`config.mk`:
```
export PLATFORM = sky130hd
export DESIGN_NAME = pmf_front
export DESIGN_NICKNAME = d
export VERILOG_FILES = /design/src/persistence_minima_finder_unit_macros.svh /design/src/pmf_front.sv
export SDC_FILE = /design/constraint.sdc
export NUM_CORES = 1
export LEC_CHECK = 0
export BUFFER_PORTS_ARGS = -buffer_cell sky130_fd_sc_hd__buf_2
export CAP_MARGIN = 20
export CORE_MARGIN = 1.5
export CORE_UTILIZATION = 41
export DETAILED_ROUTE_END_ITERATION = 12
export PLACE_DENSITY = 0.83
export SLEW_MARGIN = 15
export SYNTH_ARGS = -nofsm -noshare
export SYNTH_HDL_FRONTEND = slang
export SYNTH_SLANG_ARGS = --single-unit
```
`constraint.sdc`:
```
create_clock -name clk_i -period 2.25 [get_ports clk_i]
set_input_delay 0.1125 -clock clk_i [delete_from_list [all_inputs] [get_ports clk_i]]
set_output_delay 0.1125 -clock clk_i [all_outputs]
set_load 0.01 [all_outputs]
```
`src/persistence_minima_finder_unit_macros.svh`:
```
// Assertion macros used by the persistence minima finder engine (pmf_back).
`ifndef PERSISTENCE_MINIMA_FINDER_UNIT_MACROS_SVH
`define PERSISTENCE_MINIMA_FINDER_UNIT_MACROS_SVH

// same-cycle implication, clocked on clk_i, off while rst_ni is low
`define PMF_ASSERT_NOW(lbl, ante, cons) \
  lbl: assert property (@(posedge clk_i) disable iff (!rst_ni) (ante) |-> (cons)) \
    else $error("%m: check failed");

// next-cycle implication
`define PMF_ASSERT_NEXT(lbl, ante, cons) \
  lbl: assert property (@(posedge clk_i) disable iff (!rst_ni) (ante) |=> (cons)) \
    else $error("%m: check failed");

`endif

```
`src/pmf_front.sv`:
```
// Loader: accepts sample words, stores them and hands finished frames on.
`default_nettype none
module pmf_front #(
  parameter int MAX_SAMPLES = 64,
  parameter int IW = $clog2(MAX_SAMPLES),
  parameter int CW = $clog2(MAX_SAMPLES + 1)
) (
  input  wire logic                 clk_i,
  input  wire logic                 rst_ni,
  input  wire logic                 in_valid_i,
  output logic                      in_stall_o,
  input  wire logic [15:0]          cost_i,
  input  wire logic                 last_sample_i,
  output logic                      wr_en_o,
  output logic [IW-1:0]             wr_addr_o,
  output logic [15:0]               wr_data_o,
  output logic                      push_o,
  output logic [CW-1:0]             push_n_o,
  input  wire logic                 fifo_full_i,
  input  wire logic                 frame_done_i
);
  logic [CW-1:0] cnt_q, cnt_d;
  logic          wait_q, wait_d;
  logic          accept, room;

  assign in_stall_o = wait_q || fifo_full_i;
  assign accept     = in_valid_i && !in_stall_o;
  assign room       = (32'(cnt_q) < MAX_SAMPLES);
  assign wr_en_o    = accept && room;
  assign wr_addr_o  = IW'(cnt_q);
  assign wr_data_o  = cost_i;
  assign push_o     = accept && last_sample_i;
  assign push_n_o   = room ? cnt_q + CW'(1) : cnt_q;

  always_comb begin
    cnt_d  = cnt_q;
    wait_d = wait_q;
    if (frame_done_i) begin
      wait_d = 1'b0;
    end
    if (accept) begin
      if (last_sample_i) begin
        cnt_d  = '0;
        wait_d = 1'b1;
      end else if (room) begin
        cnt_d = cnt_q + CW'(1);
      end
    end
  end

  always_ff @(posedge clk_i or negedge rst_ni) begin
    if (!rst_ni) begin
      cnt_q  <= '0;
      wait_q <= 1'b0;
    end else begin
      cnt_q  <= cnt_d;
      wait_q <= wait_d;
    end
  end
endmodule
`default_nettype wire

```
# Word level (Yosys, flattened, before mapping)
# Index checks and enable logic that the tools add are counted.
word_totals:
  wordCells: 14
  rom_bits: 0
  memories: 0
  inputBits: 22
  latch_bits: 0
  reg_bits: 8
  ramBits: 0
classes:
  addsub: 1
  reduce_logical: 5
  shift: 0
  n_div: 0
  mux: 5
  multipliers: 0
  order_cmp: 1
  bitwise_logic: 0
  n_eq_ne: 0
op_table:
  columns: ["op", "count"]
  rows:
  - ["7-bit two-way mux", 2]
  - ["7-bit by 1-bit adder with 7-bit output, second input constant", 1]
  - ["7-bit less-than comparator, second input constant", 1]
  - ["1-bit logical AND", 3]
  - ["1-bit two-way mux", 3]
  - ["1-bit logical NOT", 1]
  - ["1-bit logical OR", 1]

# Depth between registers and ports, before layout
# Gate-level depths: netlist of the first run.
logic_depth:
  ltp_word: 4
  depth_mapped: 4
  mapped_depth_nobuf: 4

# Worst setup path before layout of the first run
# Ideal clock, no wire load.
synth_timing:
  path_type: "reg-to-reg"
  start: "register cnt_q[0]"
  end: "register cnt_q[4]"
  stages_incl_launch_ff: 5
  path_slack_ps: 973
  arrival_ps: 1211
  required_time_ps: 2184
  cell_sequence: "dfrtp_1 -> ha_1 -> nand4b_1 -> xnor2_1 -> a22o_1"
synth_via:
  elab_chain_cells: 3
synth_rtl:
  columns: ["element", "line", "text"]
  rows:
  - ["start, declared", "pmf_front.sv:22", "logic [CW-1:0] cnt_q, cnt_d;"]
  - ["start signal, assigned", "pmf_front.sv:56", "cnt_q <= cnt_d;"]
  - ["7-bit by 1-bit adder with 7-bit output / 7-bit less-than comparator (equally long branches)", null, null]
  - ["7-bit two-way mux (*)", "pmf_front.sv:45", "end else if (room) begin"]
  - ["named net push_n_o[4]", "pmf_front.sv:18", "output logic [CW-1:0] push_n_o,"]
  - ["7-bit two-way mux (*)", "pmf_front.sv:42", "if (last_sample_i) begin"]
# The timed path passes the listed nets; every way through them passes the cells marked *.
# A chain may end at the register's enable or synchronous reset.

# Worst setup path after layout of the first run
layout_timing:
  start: "register wait_q"
  end: "output port push_o"
layout_via:
  elab_chain_cells: 4
layout_rtl:
  columns: ["element", "line", "text"]
  rows:
  - ["start, declared", "pmf_front.sv:23", "logic wait_q, wait_d;"]
  - ["start signal, assigned", "pmf_front.sv:57", "wait_q <= wait_d;"]
  - ["1-bit logical OR", "pmf_front.sv:26", "assign in_stall_o = wait_q || fifo_full_i;"]
  - ["1-bit logical NOT", "pmf_front.sv:27", "assign accept = in_valid_i && !in_stall_o;"]
  - ["1-bit logical AND", "pmf_front.sv:27", null]
  - ["1-bit logical AND", "pmf_front.sv:32", "assign push_o = accept && last_sample_i;"]
  - ["end, declared", "pmf_front.sv:17", "output logic push_o,"]
# Every way passes these cells.

==> results.txt, run 1 <==
Run status - completed
Seq/Total Area, Yosys - 29.36%
Sum Neg Setup Slack - 0 ns
Post-route minimum period - 1.656 ns
Average size of a mapped cell - 9.604 um^2
GRT Total Usage - 13.48%
RSZ-0062 raised after global routing - no
Max Fclk - 0.6037 GHz
Core Area - 1524 um^2
Layout area overhead - -3.486%
Vias per cell - 5.261
Leading area contributor after synthesis - dfrtp_1
Period Utilization, post-route - 73.62%
Setup Fix Bufs, Post-CTS - 0
Worst setup EP type - output port
Gate Count Post-Synth - 71
#FFs+latches synth - 8
Detailed Route WL - 1.167 mm
DRT iter0 DRCs - 7
Ratio of cells with drive above 1 in the final layout - 40.28%
First-pass GRT wire length - 1.876 mm
Initial core utilization - 44.75%
EDFF count, synth - 0
Skew-Pair Late Insertion Delay - 0.25 ns
FP Rows - 14
GPL Wtd Cong - 0.7943
Slowest stage cell on the critical path - nor3b_1
Die area - 1917 um^2
Yosys warning total - 0
Leak - 0.3614 nW
Post-synth top cells - 22 x buf_4, 8 x dfrtp_1, 6 x nand2_1
Top FF cell, synth - dfrtp_1
Critical path class - reg2out
Worst-path cell chain - nor3b_1, nand2_1, inv_1, buf_2
Post-DR wirelength/cell - 13.26 um
H-tree level count - 1
# diodes - 0
Largest net degree at the start of global routing - 10
Hold Crit Depth - 2
Drt drc - 0
Detail Route Antenna Nets - 0
Net Count, Synth - 94
Worst-Margin Slew - 0.6176 ns
Hold Slack - 0.03916 ns
Detailed placement HPWL - 882.7 um
Cell area after synthesis - 681.9 um^2
Cts repair resizes - 0
Initial antenna violation count - 0
First-pass DRT Iterations - 4
Die Y - 43.78 um
Async set-reset flop share out of synthesis - 100.0%
Top Ports - 54
HP Class - in2reg
Worst path max stage delay - 0.53 ns
Quantity of I/O buffers inserted on ports - 21
Num CTS Buffers - 3
CP startpoint kind - flip-flop
Layout Nets - 97
Count of cell types in the netlist - 25
Critical Path AT - 1.54 ns
Vias in the first global route - 436
CTS Root Cell - clkbuf_4
# clock sinks - 8
Reg clk slew, reported paths - 0.05 ns
TritonCTS clock tree - yes
CTS Hold Bufs - 1
Count leader, synth - buf_4
Slew Viols, Final - 0
Worst VDD drop - 0.2490 mV
CTS Buffer Depth - 2
FF-to-FF path depth - 3
Remaining Overflow, GRT - 0
Final setup violation count - 0
Slew margin rel. - 58.74%
PwrDens - 675.7 nW/um^2
Setup Skew - 0.003440 ns
Final Hold Fails - 0
Required @ worst endpoint - 2.14 ns
Top cell type's share of synthesized area - 29.36%
Maxcap violations - 0
Vias - 463
Die width - 43.78 um
Crit-path max FO - 5
Top cells by area, synth - dfrtp_1 29%, buf_4 24%, xnor2_1 6.4%
-- path summary, 6_finish.rpt --
check / from / end / slack, ns
max in group asynchronous: rst_ni / cnt_q[6] / 1.85
min in group asynchronous: rst_ni / cnt_q[5] / 0.23
setup reg to reg: wait_q / cnt_q[6] / 0.88
hold reg to reg: cnt_q[4] / cnt_q[4] / 0.58
hold / removal: frame_done_i / wait_q / 0.04
setup / recovery: wait_q / push_o / 0.59
-- cells by family (layout without fill, tap and decap cells) --
logic type      count (synthesis)  after routing  share of synthesized area (%)
buf+inv                        27             28                          28.26
simple gates                   19             19                          17.98
compound gates                 10             10                          14.50
flops                           8              8                          29.36
xor+xnor                        5              5                          6.422
fa+ha+maj                       1              1                          1.835
mux                             1              1                          1.651
-- final cells by class --
type,count,area [um^2]
Sequential cell,8,200.2
Multi-Input combinational cell,36,289.0
Clock buffer,3,22.52
Inverter,3,11.26
Fill cell,155,865.8
Tap cell,16,20.02
Timing Repair Buffer,22,115.1
-- critical path, delay by kind of cell, from the launching register on --
kind | cells | cell delay (ns)
buffers and inverters | 2 | 0.19
flip-flops | 1 | 0.39
AND/OR/NAND/NOR | 2 | 0.71
-- power breakdown --
| group | total, W | internal, W | switching, W |
|---|---|---|---|
| Sequential | 0.000194 | 0.000162 | 0.0000327 |
| Clock | 0.000108 | 0.0000609 | 0.0000466 |
| Combinational | 0.000143 | 0.0000692 | 0.0000735 |
-- layout by cell type, fill, tap and decap left out, types with 3 or more instances in the layout --
cell / count
nor2_1: 3
clkbuf_4: 3
xnor2_1: 5
inv_1: 3
buf_2: 21
o21ai_0: 3
nand2_1: 6
dfrtp_1: 8
-- routing by layer --
layer | track usage [%] | wire [um] | vias up
met5 | 0 | 0 | -
met2 | 20.29 | 549 | 20
met4 | 12.73 | 13 | 0
li1 | - | - | 219
met3 | 2.500 | 105 | 6
met1 | 15.82 | 499 | 218
-- registers in the layout, summed over array words and instances (netlist names) --
name / cells
cnt_q: 7
wait_q: 1
-- through the flow --
step	std cells	total power (W)	util [%]	cell area, um^2	worst slack, ns
after floorplan	71	0.0003320	-	681.9	0.9727
after global placement	84	0.0003344	41.05	625.6	0.9179
after detailed placement	84	0.0003402	41.05	625.6	0.8459
after CTS	88	0.0004552	43.19	658.1	0.5696
after global routing	88	0.0004735	43.19	658.1	0.4212
final	88	0.0004447	43.19	658.1	0.5936
Note: power is estimated with default switching activity, not from simulation.
==> inputs of run 2 (changes only) <==
--- a/config.mk
+++ b/config.mk
@@ -7,10 +7,11 @@
 export LEC_CHECK = 0
 export BUFFER_PORTS_ARGS = -buffer_cell sky130_fd_sc_hd__buf_2
 export CAP_MARGIN = 20
+export CORE_ASPECT_RATIO = 1.4
 export CORE_MARGIN = 1.5
-export CORE_UTILIZATION = 41
+export CORE_UTILIZATION = 34
 export DETAILED_ROUTE_END_ITERATION = 12
-export PLACE_DENSITY = 0.83
+export PLACE_DENSITY = 0.74
 export SLEW_MARGIN = 15
 export SYNTH_ARGS = -nofsm -noshare
 export SYNTH_HDL_FRONTEND = slang
==> constraint.sdc (replaced) <==
create_clock -name clk_i -period 1.4 [get_ports clk_i]
set_input_delay 0.07 -clock clk_i [delete_from_list [all_inputs] [get_ports clk_i]]
set_output_delay 0.07 -clock clk_i [all_outputs]
set_load 0.01 [all_outputs]
==> run 2 against run 1 <==
Die area up 19%. Largest cell class unchanged. Setup slack worse by 0.61 ns. Critical endpoint is now push_n_o[1]. Count of clock-buffer cells in the layout unchanged. Power up 95%. Highest routed layer unchanged. The run now ends with negative setup slack left. Critical path type unchanged.
==> results.txt, run 2 (synthesis gave the netlist of run 1 again) <==
Run status - finished, violations left
Failing checks - negative setup slack
DP Area - 669.4 um^2 (+7.0%)
Slew Viols, Final - 0 (unchanged)
DRT iter0 DRCs - 13 (+6)
Initial antenna violation count - 0 (unchanged)
Final Hold Fails - 0 (unchanged)
Critical Path AT - 1.35 ns (-0.19 ns)
Ratio of cells with drive above 1 in the final layout - 61.63% (+21 points)
GPL Wtd Cong - 0.7675 (-3.4%)
Layout area overhead - 23.85%
# diodes - 0 (unchanged)
Slew margin rel. - 85.39% (+27 points)
First-pass DRT Iterations - 4 (unchanged)
Maxcap violations - 0 (unchanged)
Fin worst setup slack - -0.01793 ns (-0.6115 ns)
TritonCTS clock tree - yes
Detail Route Antenna Nets - 0 (unchanged)
Most flop-heavy register - cnt_q
Vias - 542 (+17%)
CP startpoint kind - flip-flop
FF-to-FF setup slack - 0.05 ns (-0.83 ns)
CTS Buffer Depth - 2 (unchanged)
Skew-Pair Late Insertion Delay - 0.25 ns (about the same)
Post-DR wirelength/cell - 13.42 um (+1.2%)
Worst setup EP type - output port
FP Rows - 19 (+5)
Commonest non-fill, non-tap cell in the layout - buf_2
Worst-Margin Slew - 0.2158 ns (-0.4018 ns)
CTS Root Cell - clkbuf_4
Core Area - 1926 um^2 (+26%)
Detailed placement HPWL - 976.5 um (+11%)
Setup Skew - 0.003005 ns (-0.0004355 ns)
Top Ports - 54 (unchanged)
# clock sinks - 8 (unchanged)
Crit-path max FO - 3 (-2)
Vias in the first global route - 546 (+25%)
HP Class - in2reg
Critical path class - reg2out
Num CTS Buffers - 3 (unchanged)
Reg clk slew, reported paths - 0.06 ns (about the same)
Vias per cell - 5.065 (-3.7%)
Die Y - 55.99 um (+28%)
Largest net degree at the start of global routing - 10 (unchanged)
Leak - 0.4489 nW (+24%)
Max FFs per register - 7 (unchanged)
Remaining Overflow, GRT - 0 (unchanged)
Initial core utilization - 35.41% (-9.3 points)
Max Fclk - 0.7053 GHz
Quantity of I/O buffers inserted on ports - 21 (unchanged)
Drt drc - 0 (unchanged)
Final setup violation count - 2 (+2)
Pre-CTS setup slack - 0.02260 ns (-0.8233 ns)
Non-Filler Cell Area, Final - 844.6 um^2 (+28%)
Biggest regs - cnt_q (7), wait_q (1)
Required @ worst endpoint - 1.33 ns (-0.81 ns)
Sum Neg Setup Slack - -0.02527 ns (-0.02527 ns)
RSZ-0062 raised after global routing - yes
Layout Nets - 111 (+14%)
Worst VDD drop - 0.4203 mV (+69%)
Detailed Route WL - 1.436 mm (+23%)
Die area - 2287 um^2 (+19%)
Die width - 40.85 um (-6.7%)
PwrDens - 1025 nW/um^2 (+52%)
Commonest non-fill, non-tap cells in the layout - 20 x buf_2, 10 x buf_4, 6 x nand2_1, 5 x dfrtp_1, 4 x buf_6
GRT Total Usage - 14.56% (+1.1 points)
First-pass GRT wire length - 2.339 mm (+25%)
H-tree level count - 1 (unchanged)
Post-route minimum period - 1.418 ns
Period Utilization, post-route - 101.3%
-- run 2: final timing paths --
| check | startpoint | end | cells past startpoint |
|---|---|---|---|
| hold / removal | last_sample_i | cnt_q[3] | 2 |
| setup / recovery | cnt_q[0] | push_n_o[1] | 3 |
| hold reg to reg | cnt_q[4] | cnt_q[4] | 1 |
| max in group asynchronous | rst_ni | cnt_q[2] | 2 |
| setup reg to reg | wait_q | cnt_q[3] | 4 |
| min in group asynchronous | rst_ni | cnt_q[1] | 2 |
-- run 2: critical path: stages, from the launching register on --
cell	delay (ns)
dfrtp_2	0.45
ha_4	0.25
mux2_4	0.28
buf_6	0.12
-- run 2: final cells by class --
cell class	count	area, um^2
multi-input cells	36	340.3
clock buffers	3	22.52
repair buffers	36	240.2
inverters	3	11.26
flip-flops and latches	8	203.9
well taps	21	26.28
fillers	194	1081
-- run 2: report_power, final --
part / leakage, nW / switching, W / internal [W]
clock: 0.0138 / 0.0000776 / 0.0000981
sequential: 0.0972 / 0.0000419 / 0.000262
combinational: 0.338 / 0.000170 / 0.000216
total: 0.449 / 0.000290 / 0.000576
-- run 2: repair_timing --
action	CTS	global route
endpoints found under the hold margin	9	0
setup endpoints to repair	7	7
resized for setup	13	5
cloned	0	0
buffers inserted	2	6
hold buffers	2	0
pin swaps	1	4
-- run 2: routing by layer --
| layer | vias to the layer above | GRT usage [%] | wire (um) |
|---|---|---|---|
| met1 | 249 | 17.60 | 590 |
| li1 | 255 | - | - |
| met5 | - | 0 | 0 |
| met4 | 0 | 10.48 | 32 |
| met2 | 28 | 21.88 | 724 |
| met3 | 10 | 2.000 | 88 |
-- run 2: stage by stage --
stage	power, W	util (%)	hold slack, ns	instances
after global placement	0.0005651	34.76	-0.07829	94
final	0.0008654	43.86	0.1341	107
after global routing	0.0009150	43.86	0.1400	107
after CTS	0.0008229	40.42	0.1305	101
after floorplan	0.0005335	-	-0.2256	71
after detailed placement	0.0005774	34.76	-0.07374	94
