**src/persistence_minima_finder_unit_macros.svh**
```systemverilog
// Assertion macros used by the persistence minima finder engine (pmf_back).
`ifndef PERSISTENCE_MINIMA_FINDER_UNIT_MACROS_SVH
`define PERSISTENCE_MINIMA_FINDER_UNIT_MACROS_SVH

// same-cycle implication, clocked on clk_i, off while rst_ni is low
`define PMF_ASSERT_NOW(lbl, ante, cons) \
  lbl: assert property (@(posedge clk_i) disable iff (!rst_ni) (ante) |-> (cons)) \
    else $error("%m: check failed");

// next-cycle implication
`define PMF_ASSERT_NEXT(lbl, ante, cons) \
  lbl: assert property (@(posedge clk_i) disable iff (!rst_ni) (ante) |=> (cons)) \
    else $error("%m: check failed");

`endif

```
**src/pmf_fifo.sv**
```systemverilog
// Two-entry queue carrying frame lengths from the loader to the engine.
`default_nettype none
module pmf_fifo #(
  parameter int W = 7
) (
  input  wire logic         clk_i,
  input  wire logic         rst_ni,
  input  wire logic         push_i,
  input  wire logic [W-1:0] push_data_i,
  input  wire logic         pop_i,
  output logic              valid_o,
  output logic              full_o,
  output logic [W-1:0]      data_o
);
  logic [W-1:0] mem_q [2];
  logic         wp_q, wp_d, rp_q, rp_d;
  logic [1:0]   cnt_q, cnt_d;
  logic         do_push, do_pop;

  assign valid_o = (cnt_q != 2'd0);
  assign full_o  = (cnt_q == 2'd2);
  assign data_o  = mem_q[rp_q];
  assign do_push = push_i && !full_o;
  assign do_pop  = pop_i && valid_o;

  always_comb begin
    wp_d  = do_push ? ~wp_q : wp_q;
    rp_d  = do_pop ? ~rp_q : rp_q;
    cnt_d = cnt_q + {1'b0, do_push} - {1'b0, do_pop};
  end

  always_ff @(posedge clk_i or negedge rst_ni) begin
    if (!rst_ni) begin
      wp_q  <= 1'b0;
      rp_q  <= 1'b0;
      cnt_q <= 2'd0;
    end else begin
      wp_q  <= wp_d;
      rp_q  <= rp_d;
      cnt_q <= cnt_d;
    end
  end

  always_ff @(posedge clk_i) begin
    if (do_push) begin
      mem_q[wp_q] <= push_data_i;
    end
  end
endmodule
`default_nettype wire

```
**config.mk**
```make
export PLATFORM = sky130hd
export DESIGN_NAME = pmf_fifo
export DESIGN_NICKNAME = d
export VERILOG_FILES = /design/src/persistence_minima_finder_unit_macros.svh /design/src/pmf_fifo.sv
export SDC_FILE = /design/constraint.sdc
export NUM_CORES = 1
export LEC_CHECK = 0
export BUFFER_PORTS_ARGS = -buffer_cell sky130_fd_sc_hd__buf_2
export CORE_MARGIN = 3
export CORE_UTILIZATION = 52
export CTS_BUF_LIST = sky130_fd_sc_hd__clkbuf_4 sky130_fd_sc_hd__clkbuf_8
export DETAILED_ROUTE_END_ITERATION = 10
export PLACE_DENSITY = 0.79
export SLEW_MARGIN = 20
export SYNTH_ARGS = -nofsm -noshare
export SYNTH_HDL_FRONTEND = slang
export SYNTH_SLANG_ARGS = --single-unit
```
**constraint.sdc**
```tcl
create_clock -name clk_i -period 1.9 [get_ports clk_i]
set_clock_uncertainty 0.05 [all_clocks]
set_input_delay 0 -clock clk_i [delete_from_list [all_inputs] [get_ports clk_i]]
set_output_delay 0 -clock clk_i [all_outputs]
set_load 0.005 [all_outputs]
```
# --- Word level (Yosys, flattened, before mapping) ---
# Memory sizes are Yosys's and may differ from the RTL's.
# Cells that the tools add are included.
totals:
  word_cells: 15
  mem_count: 1
  register_bits: 4
  inputBits: 11
  ram_bits: 14
mem_list:
  columns: ["name", "depth", "word_bits", "rd", "rd_ports_with_merged_regs", "write_ports", "line_no", "text"]
  rows:
  - ["mem_q", 2, 7, 1, 0, 1, "pmf_fifo.sv:15", "logic [W-1:0] mem_q [2];"]
op_classes:
  n_reduce_logical: 4
  bitwise: 2
  add_sub_neg: 2
  n_mux: 2
  n_eq_ne: 1
op_table:
  columns: ["op", "n"]
  rows:
  - ["$add A2 B1 Y2", 1]
  - ["$eq A2 B2 Y1 const B", 1]
  - ["$logic_and A1 B1 Y1", 2]
  - ["$mux W1", 2]
  - ["$not A1 Y1", 2]
  - ["$reduce_bool A2 Y1", 1]
  - ["$sub A2 B1 Y2", 1]
  - ["$logic_not A1 Y1", 1]

# --- Depth between registers and ports, before layout ---
# Gate-level depths: netlist (run 1).
logic_depth:
  word_depth: 5
  ltp_mapped: 7

# --- Worst setup path after synthesis (run 1) ---
# No wires, ideal clock.
synth_path:
  kind: "flip-flop to flip-flop"
  startpoint: "register cnt_q[1]"
  endpoint: "register cnt_q[1]"
  setup_time_ps: 123
  path_slack_ps: 224
  period_less_slack_ps: 1676
  t_required_ps: 1727
  n_path_buf: 0
  arrival_time_ps: 1503
  path_stages_with_launch: 8
  cell_sequence: "dfrtp_1 > or2_4 > and2_4 > ha_1 > inv_1 > ha_1 > xnor2_1 > xnor2_1"
synth_between:
  elab_cells_between_ends: 7
synth_rtl:
  columns: ["item", "line_no", "text"]
  rows:
  - ["from (decl)", "pmf_fifo.sv:17", "logic [1:0] cnt_q, cnt_d;"]
  - ["from (signal assigned)", "pmf_fifo.sv:40", "cnt_q <= cnt_d;"]
  - ["$reduce_bool A2 Y1", "pmf_fifo.sv:20", "assign valid_o = (cnt_q != 2'd0);"]
  - ["via valid_o", "pmf_fifo.sv:11", "output logic valid_o,"]
  - ["$logic_and A1 B1 Y1", "pmf_fifo.sv:24", "assign do_pop = pop_i && valid_o;"]
  - ["via do_pop", "pmf_fifo.sv:18", "logic do_push, do_pop;"]
  - ["$sub A2 B1 Y2", "pmf_fifo.sv:29", "cnt_d = cnt_q + {1'b0, do_push} - {1'b0, do_pop};"]
  - ["via cnt_d[1]", "pmf_fifo.sv:17", null]
# The timed path passes the listed nets, and every way through them passes these cells.
# A chain may end at the register's enable or synchronous reset.

# --- Worst setup path in the final report (run 1) ---
layout_path:
  startpoint: "register cnt_q[1]"
  endpoint: "register cnt_q[1]"
layout_between:
  elab_cells_between_ends: 7
layout_rtl:
  columns: ["item", "line_no"]
  rows:
  - ["$reduce_bool A2 Y1", "pmf_fifo.sv:20"]
  - ["$logic_and A1 B1 Y1", "pmf_fifo.sv:24"]
  - ["via do_pop", "pmf_fifo.sv:18"]
  - ["$sub A2 B1 Y2", "pmf_fifo.sv:29"]
  - ["via cnt_d[1]", "pmf_fifo.sv:17"]
# The timed path passes the listed nets, and every way through them passes these cells.

==> results.yml, run 1 <==
finish:
  design.final.nets: 87
  diodes: 0
  fillerInstances: 71
  syn2layout_area_growth_pct: 33.5
  post_route_cells_drive_above_1_share: 0.444
clock_network:
  clockBufferDepth: 2
  clk-insertion-delay-late_ps: 280
  tritoncts_buffer_count: 3
  cts.reportedPaths.clkPinSlew_ps: 90
  cts.repair.resized: 0
  cts_root_buffer: "clkbuf_4"
  clock_tree.htree_level_count: 1
  cts_num_sinks: 18
  tritoncts_clock_tree: "yes"
power:
  switching_power_mw: 0.351
  power_frac_comb: 0.348
  sequential_power_share: 0.511
  power_leakage_nw: 0.400
  worst_ir_drop_vdd_uv: 710
  cellInternalPower_mw: 0.881
  p_sw_frac: 0.285
  power_per_cell_area_mw_per_mm2: 1300
  power_mw: 1.23
  clk_network_pwr_share: 0.142
timing:
  timing_hold_violations_final: 1
  worst-slew-pin-transition_ps: 342
  final_critical_path_setup_slack_ps: 148
  setup_viols_final: 0
  timing.fmax_mhz: 571
  final_min_period_over_clock_period: 0.922
  timing.final.crit_period_ps: 1750
  final-max-slew-violation-count: 0
  holdWs_ps: -0.738
  slew-limit-headroom: 0.772
  rsz0062_at_grt: "false"
  final.setup.tns_ps: 0
floorplan:
  die_w_um: 42.9
  design.die.area_sq_mm: 0.00184
  die_h_um: 42.9
  fp-row-count: 12
  area_of_the_core_sq_mm: 0.00119
  effective_utilization_at_floorplan: 0.598
  design.portCount: 20
route:
  wirelength_mm: 1.16
  vias: 410
  route.detailed.drc: 0
  number_of_optimization_iterations_in_the_first_detailed_route_pass: 4
  detail_route.iter0.violations: 12
  drt-wirelength-per-cell_um: 13.5
  average_via_count_per_standard_cell: 4.77
  final_antenna_net_count: 0
setup_path:
  critical_path.slowest_cell: "dfrtp_1"
  critPathBufInv: 1
  cpLargestDelayFamily: "adder cells"
  required_ps: 2060
  critical_path.endpoint_type: "flip-flop"
  worst-setup-path-type: "flip-flop to flip-flop"
  timing.critical_path.arrival_ps: 1910
  critPathMaxFanout: 3
  cp_slowest_stage_delay_ps: 420
  timing.critical_path.from_type: "flip-flop"
  cp_cell_sequence: "or2_4 > and2_4 > ha_1 > inv_1 > ha_1 > xnor2_1 > xnor2_1"
synth:
  yosysMostFrequentCell: "edfxtp_1"
  ys_types: 14
  syn_area_sq_um: 709
  ys_ff_latch: 18
  syn-instance-count: 40
  syn_area_per_cell_sq_um: 17.7
  async_flop_share: 0.222
  synth_top_cell_by_area: "edfxtp_1"
  synth_area_leaders: "edfxtp_1 59%, dfrtp_1 14%, mux2_2 11%"
  synth_fp_nets: 53
  synth_ff_type: "edfxtp_1"
  ys_seq_area_frac: 0.734
  yosys_warning_count: 0
  synth_top_area_frac: 0.593
  number_of_enable_type_register_cells_in_the_synthesized_netlist: 14
  most_frequent_cells_after_synthesis: "14 x edfxtp_1, 7 x mux2_2, 4 x dfrtp_1"
min_path:
  hold_class: "input port to flip-flop"
global_routing:
  grt_usage: 0.144
  grt_pass1_vias: 425
  grt_first_pass_wirelength_mm: 1.86
  grt_max_degree: 10
  global_route_total_overflow: 0
  antenna_violations_before_repair: 0
placement:
  portBuffers: 19
  pre_cts_ws_ps: 145
  dp_hpwl_um: 825
  globalplace.congestion: 0.629
status:
  outcome: "finished, violations left"
  violations: "negative hold slack"
job:
  max_cap_viol_count: 0
==> registers in the layout, indices dropped and copies added, names as in the netlist <==
| signal | flops |
|---|---|
| rp_q | 1 |
| cnt_q | 2 |
| wp_q | 1 |
| mem_q | 14 |
==> area by class of cell <==
cell class | instances | area (sq um) | area share
Multi-Input combinational cell | 19 | 176 | 0.186
Tap cell | 14 | 17.5 | 0.0185
Inverter | 2 | 7.51 | 0.00793
Sequential cell | 18 | 520 | 0.550
Timing Repair Buffer | 30 | 203 | 0.214
Clock buffer | 3 | 22.5 | 0.0238
==> power groups by stage <==
stage                     clock [mW]  combinational, mW  sequential [mW]
after floorplan                    0              0.309            0.593
after global placement             0              0.404            0.631
after detailed placement           0              0.419            0.638
after CTS                      0.175              0.434            0.630
after global routing           0.202              0.486            0.645
final                          0.175              0.428            0.630
==> placed cells by master, fill, tap and decap left out <==
| cell | Yosys | routed |
|---|---|---|
| or2_4 | 1 | 1 |
| nor2_1 | 1 | 1 |
| xnor2_1 | 3 | 3 |
| and3_1 | 1 | 1 |
| inv_1 | 2 | 2 |
| ha_1 | 2 | 2 |
| dfrtp_1 | 4 | 4 |
| nand2b_1 | 1 | 1 |
| mux2_2 | 7 | 7 |
| nand2_1 | 1 | 1 |
| edfxtp_1 | 14 | 14 |
| buf_4 | 0 | 1 |
| dlygate4sd3_1 | 0 | 10 |
| buf_2 | 1 | 19 |
| and2_4 | 1 | 1 |
| clkbuf_4 | 0 | 3 |
| xor2_1 | 1 | 1 |
==> repair_timing <==
action	in CTS	in global routing
endpoints found under the setup margin	0	0
hold buffers	9	1
endpoints found under the hold margin	19	4
setup buffers	0	0
==> worst register-to-register path: cells and delay by family, from the launching register on <==
kind	cells	cell delay [ps]
fa+ha+maj	2	450
simple gates	2	420
flops	1	420
xor+xnor	2	310
buf+inv	1	40
==> logic make-up after synthesis <==
| logic type | after synthesis | share of synthesized area |
|---|---|---|
| XOR/XNOR | 4 | 0.0494 |
| adder cells (fa/ha/maj) | 2 | 0.0353 |
| AND/OR/NAND/NOR | 6 | 0.0529 |
| flip-flops | 18 | 0.734 |
| multiplexers | 7 | 0.111 |
| buffers and inverters | 3 | 0.0176 |
==> layer usage <==
layer | up-vias | routed length (um) | global-route usage
met5 | - | 0 | 0
met4 | 0 | 0 | 0.0361
met3 | 0 | 76 | 0.0551
met2 | 15 | 629 | 0.263
met1 | 188 | 455 | 0.154
li1 | 207 | - | -
==> stage by stage <==
| stage | instance area (sq um) | utilization | std cells |
|---|---|---|---|
| floorplan | 709 | - | 40 |
| global placement | 825 | 0.695 | 73 |
| detailed placement | 825 | 0.695 | 73 |
| CTS | 937 | 0.790 | 85 |
| global route | 947 | 0.799 | 86 |
| finish | 947 | 0.799 | 86 |
==> worst paths after layout <==
path / from / endpoint / slack [ps] / cells after the start
worst max-delay path: cnt_q[1]$_DFF_PN0_ / cnt_q[1]$_DFF_PN0_ / 150 / 7
worst min-delay path: push_i / wp_q$_DFFE_PN0N_ / -0.7 / 3
worst max register to register: cnt_q[1]$_DFF_PN0_ / cnt_q[1]$_DFF_PN0_ / 150 / 7
worst min register to register: wp_q$_DFFE_PN0N_ / wp_q$_DFFE_PN0N_ / 470 / 1
max in group asynchronous: rst_ni / wp_q$_DFFE_PN0N_ / 1120 / 3
min in group asynchronous: rst_ni / cnt_q[0]$_DFF_PN0_ / 550 / 3
Note: power is estimated with default switching activity, not from simulation.
==> run 2, diff against run 1 <==
--- a/config.mk
+++ b/config.mk
@@ -5,12 +5,13 @@
 export SDC_FILE = /design/constraint.sdc
 export NUM_CORES = 1
 export LEC_CHECK = 0
+export ABC_AREA = 1
 export BUFFER_PORTS_ARGS = -buffer_cell sky130_fd_sc_hd__buf_2
 export CORE_MARGIN = 3
 export CORE_UTILIZATION = 52
 export CTS_BUF_LIST = sky130_fd_sc_hd__clkbuf_4 sky130_fd_sc_hd__clkbuf_8
 export DETAILED_ROUTE_END_ITERATION = 10
-export PLACE_DENSITY = 0.79
+export PLACE_DENSITY = 0.77
 export SLEW_MARGIN = 20
 export SYNTH_ARGS = -nofsm -noshare
 export SYNTH_HDL_FRONTEND = slang
==> run 2 against run 1 <==
Against the previous run:
- the run now ends clean
- sequential power fell by 1%
- synthesized cell count rose by 73%
- combinational power rose by 6.3%
- largest cell class unchanged
==> results.yml, run 2 <==
clock_network:
  cts.reportedPaths.clkPinSlew_ps: 100
  cts_root_buffer: "clkbuf_4"
  cts_num_sinks: 18
  clock_tree.htree_level_count: 1
  clockBufferDepth: 2
  tritoncts_clock_tree: "yes"
  cts.repair.resized: 0
  clk-insertion-delay-late_ps: 280
  tritoncts_buffer_count: 3
finish:
  layout_top_registers: "mem_q x14, cnt_q x2"
  largest_reg_flops: 14
  diodes: 0
  syn2layout_area_growth_pct: 31.9
  design.final.nets: 116
  largest_register: "mem_q"
  post_route_cells_drive_above_1_share: 0.245
  mostFrequentLayoutCell: "nand2_1"
  final_cell_mix: "32 x nand2_1, 19 x buf_2, 14 x edfxtp_1"
timing:
  timing.fmax_mhz: 659
  final-max-slew-violation-count: 0
  final.setup.tns_ps: 0
  rsz0062_at_grt: "false"
  setup_viols_final: 0
  final_critical_path_setup_slack_ps: 382
  timing_hold_violations_final: 0
  worst-slew-pin-transition_ps: 613
  slew-limit-headroom: 0.590
  final_min_period_over_clock_period: 0.799
  timing.final.crit_period_ps: 1520
setup_path:
  cp_cell_sequence: "nand2_1 > nand2_2 > nor2_1"
  timing.critical_path.from_type: "flip-flop"
  regToRegEndpoint: "mem_q[1][3]$_DFFE_PP_"
  required_ps: 1780
  cp_slowest_stage_delay_ps: 480
  timing.critical_path.arrival_ps: 1400
  reg2reg_setup_slack_ps: 380
  r2r_start: "cnt_q[1]$_DFF_PN0_"
  rr_worst_depth: 3
  critPathMaxFanout: 7
  worst-setup-path-type: "flip-flop to flip-flop"
  critical_path.endpoint_type: "flip-flop"
  critical_path.slowest_cell: "nor2_1"
synth:
  synth_top_area_frac: 0.562
  synth_area_leaders: "edfxtp_1 56%, nand2_1 16%, dfrtp_1 13%"
  syn-instance-count: 69
  synth_top_cell_by_area: "edfxtp_1"
  yosys_warning_count: 0
  ys_ff_latch: 18
  ys_types: 10
  synth_ff_type: "edfxtp_1"
  yosysMostFrequentCell: "nand2_1"
  syn_area_sq_um: 748
  synth_fp_nets: 82
  number_of_enable_type_register_cells_in_the_synthesized_netlist: 14
  async_flop_share: 0.222
  syn_area_per_cell_sq_um: 10.8
  ys_seq_area_frac: 0.696
  most_frequent_cells_after_synthesis: "32 x nand2_1, 14 x edfxtp_1, 9 x inv_1"
global_routing:
  grt_first_pass_wirelength_mm: 2.30
  grt_usage: 0.169
  antenna_violations_before_repair: 0
  grt_max_degree: 11
  grt_pass1_vias: 543
  global_route_total_overflow: 0
route:
  drt-wirelength-per-cell_um: 11.7
  wirelength_mm: 1.37
  average_via_count_per_standard_cell: 4.77
  vias: 558
  detail_route.iter0.violations: 16
  final_antenna_net_count: 0
  route.detailed.drc: 0
  number_of_optimization_iterations_in_the_first_detailed_route_pass: 4
job:
  max_cap_viol_count: 0
placement:
  portBuffers: 19
  pre_cts_ws_ps: 396
  globalplace.congestion: 0.727
  dp_hpwl_um: 940
min_path:
  worst_hold_path.endpoint: "mem_q[0][6]$_DFFE_PP_"
  hold_start: "push_data_i[6]"
  min_path_cells: 2
  hold_class: "input port to flip-flop"
power:
  cellInternalPower_mw: 0.815
  clk_network_pwr_share: 0.148
  power_per_cell_area_mw_per_mm2: 1280
  worst_ir_drop_vdd_uv: 932
  switching_power_mw: 0.448
  power_leakage_nw: 0.493
  power_frac_comb: 0.361
  sequential_power_share: 0.492
  p_sw_frac: 0.355
floorplan:
  design.portCount: 20
  area_of_the_core_sq_mm: 0.00132
  die_h_um: 43.9
  design.die.area_sq_mm: 0.00193
  effective_utilization_at_floorplan: 0.568
  die_w_um: 43.9
  fp-row-count: 13
status:
  outcome: "finished clean"
[run 2: cell types whose count changed after synthesis, sizes merged]
cell / before / now
xnor2: 3 / 0
xor2: 1 / 0
and2: 1 / 0
nand3: 0 / 3
nand2: 1 / 34
and3: 1 / 0
or2: 1 / 0
inv: 2 / 10
mux2: 7 / 0
nand2b: 1 / 0
[run 2: kinds of logic (layout without fill, tap and decap cells)]
logic type                 count (synthesis)  count (layout)  synth area share
and+or+nand+nor                           38              38             0.202
DFF                                       18              18             0.696
buffers and inverters                     11              44            0.0686
adders and majority gates                  2               2            0.0334
[run 2: stage by stage]
| step | hold WS, ps | std cells | utilization | power [mW] | cell area (sq um) |
|---|---|---|---|---|---|
| after floorplan | -346 | 69 | - | 0.914 | 748 |
| after global placement | -238 | 102 | 0.646 | 1.05 | 851 |
| after detailed placement | -238 | 102 | 0.646 | 1.07 | 851 |
| after CTS | 379 | 117 | 0.749 | 1.27 | 987 |
| after global routing | 371 | 117 | 0.749 | 1.37 | 987 |
| final | 381 | 117 | 0.749 | 1.26 | 987 |
[run 2: timing repair]
item	4_1_cts	5_1_grt
hold buffers	11	0
setup buffers	0	0
hold endpoints to repair	20	0
[run 2: worst max-delay path: cells and delay by family (launching register included)]
family | cells | cell delay [ps]
flops | 1 | 420
simple gates | 3 | 700
[run 2: metal layers]
| metal | vias to the layer above | routed length, um | GRT usage |
|---|---|---|---|
| met2 | 15 | 727 | 0.294 |
| met1 | 259 | 573 | 0.199 |
| met4 | 0 | 8 | 0.0542 |
| met3 | 3 | 65 | 0.0498 |
| li1 | 281 | - | - |
| met5 | - | 0 | 0 |
[run 2: worst max path at each step]
stage | from | to | slack (ps) | cells past startpoint
2_1_floorplan | cnt_q[1]$_DFF_PN0_ | cnt_q[1]$_DFF_PN0_ | 540 | 10
3_3_place_gp | cnt_q[1]$_DFF_PN0_ | mem_q[1][3]$_DFFE_PP_ | 420 | 3
3_5_place_dp | cnt_q[1]$_DFF_PN0_ | mem_q[1][4]$_DFFE_PP_ | 400 | 3
4_1_cts | cnt_q[1]$_DFF_PN0_ | mem_q[1][1]$_DFFE_PP_ | 380 | 3
5_1_grt | cnt_q[1]$_DFF_PN0_ | mem_q[1][0]$_DFFE_PP_ | 290 | 3
6_report | cnt_q[1]$_DFF_PN0_ | mem_q[1][3]$_DFFE_PP_ | 380 | 3
[run 2: final cells by class]
| type | count | area (sq um) |
|---|---|---|
| Timing Repair Buffer | 30 | 205 |
| Clock buffer | 3 | 22.5 |
| Clock inverter | 1 | 3.75 |
| Sequential cell | 18 | 520 |
| Inverter | 10 | 40.0 |
| Fill cell | 96 | 330 |
| Multi-Input combinational cell | 40 | 176 |
| Tap cell | 15 | 18.8 |
[run 2: power groups by stage]
stage | combinational [mW] | sequential (mW) | clock [mW]
floorplan | 0.327 | 0.587 | 0
global placement | 0.425 | 0.622 | 0
detailed placement | 0.443 | 0.629 | 0
CTS | 0.460 | 0.621 | 0.187
global route | 0.522 | 0.635 | 0.211
finish | 0.455 | 0.621 | 0.187
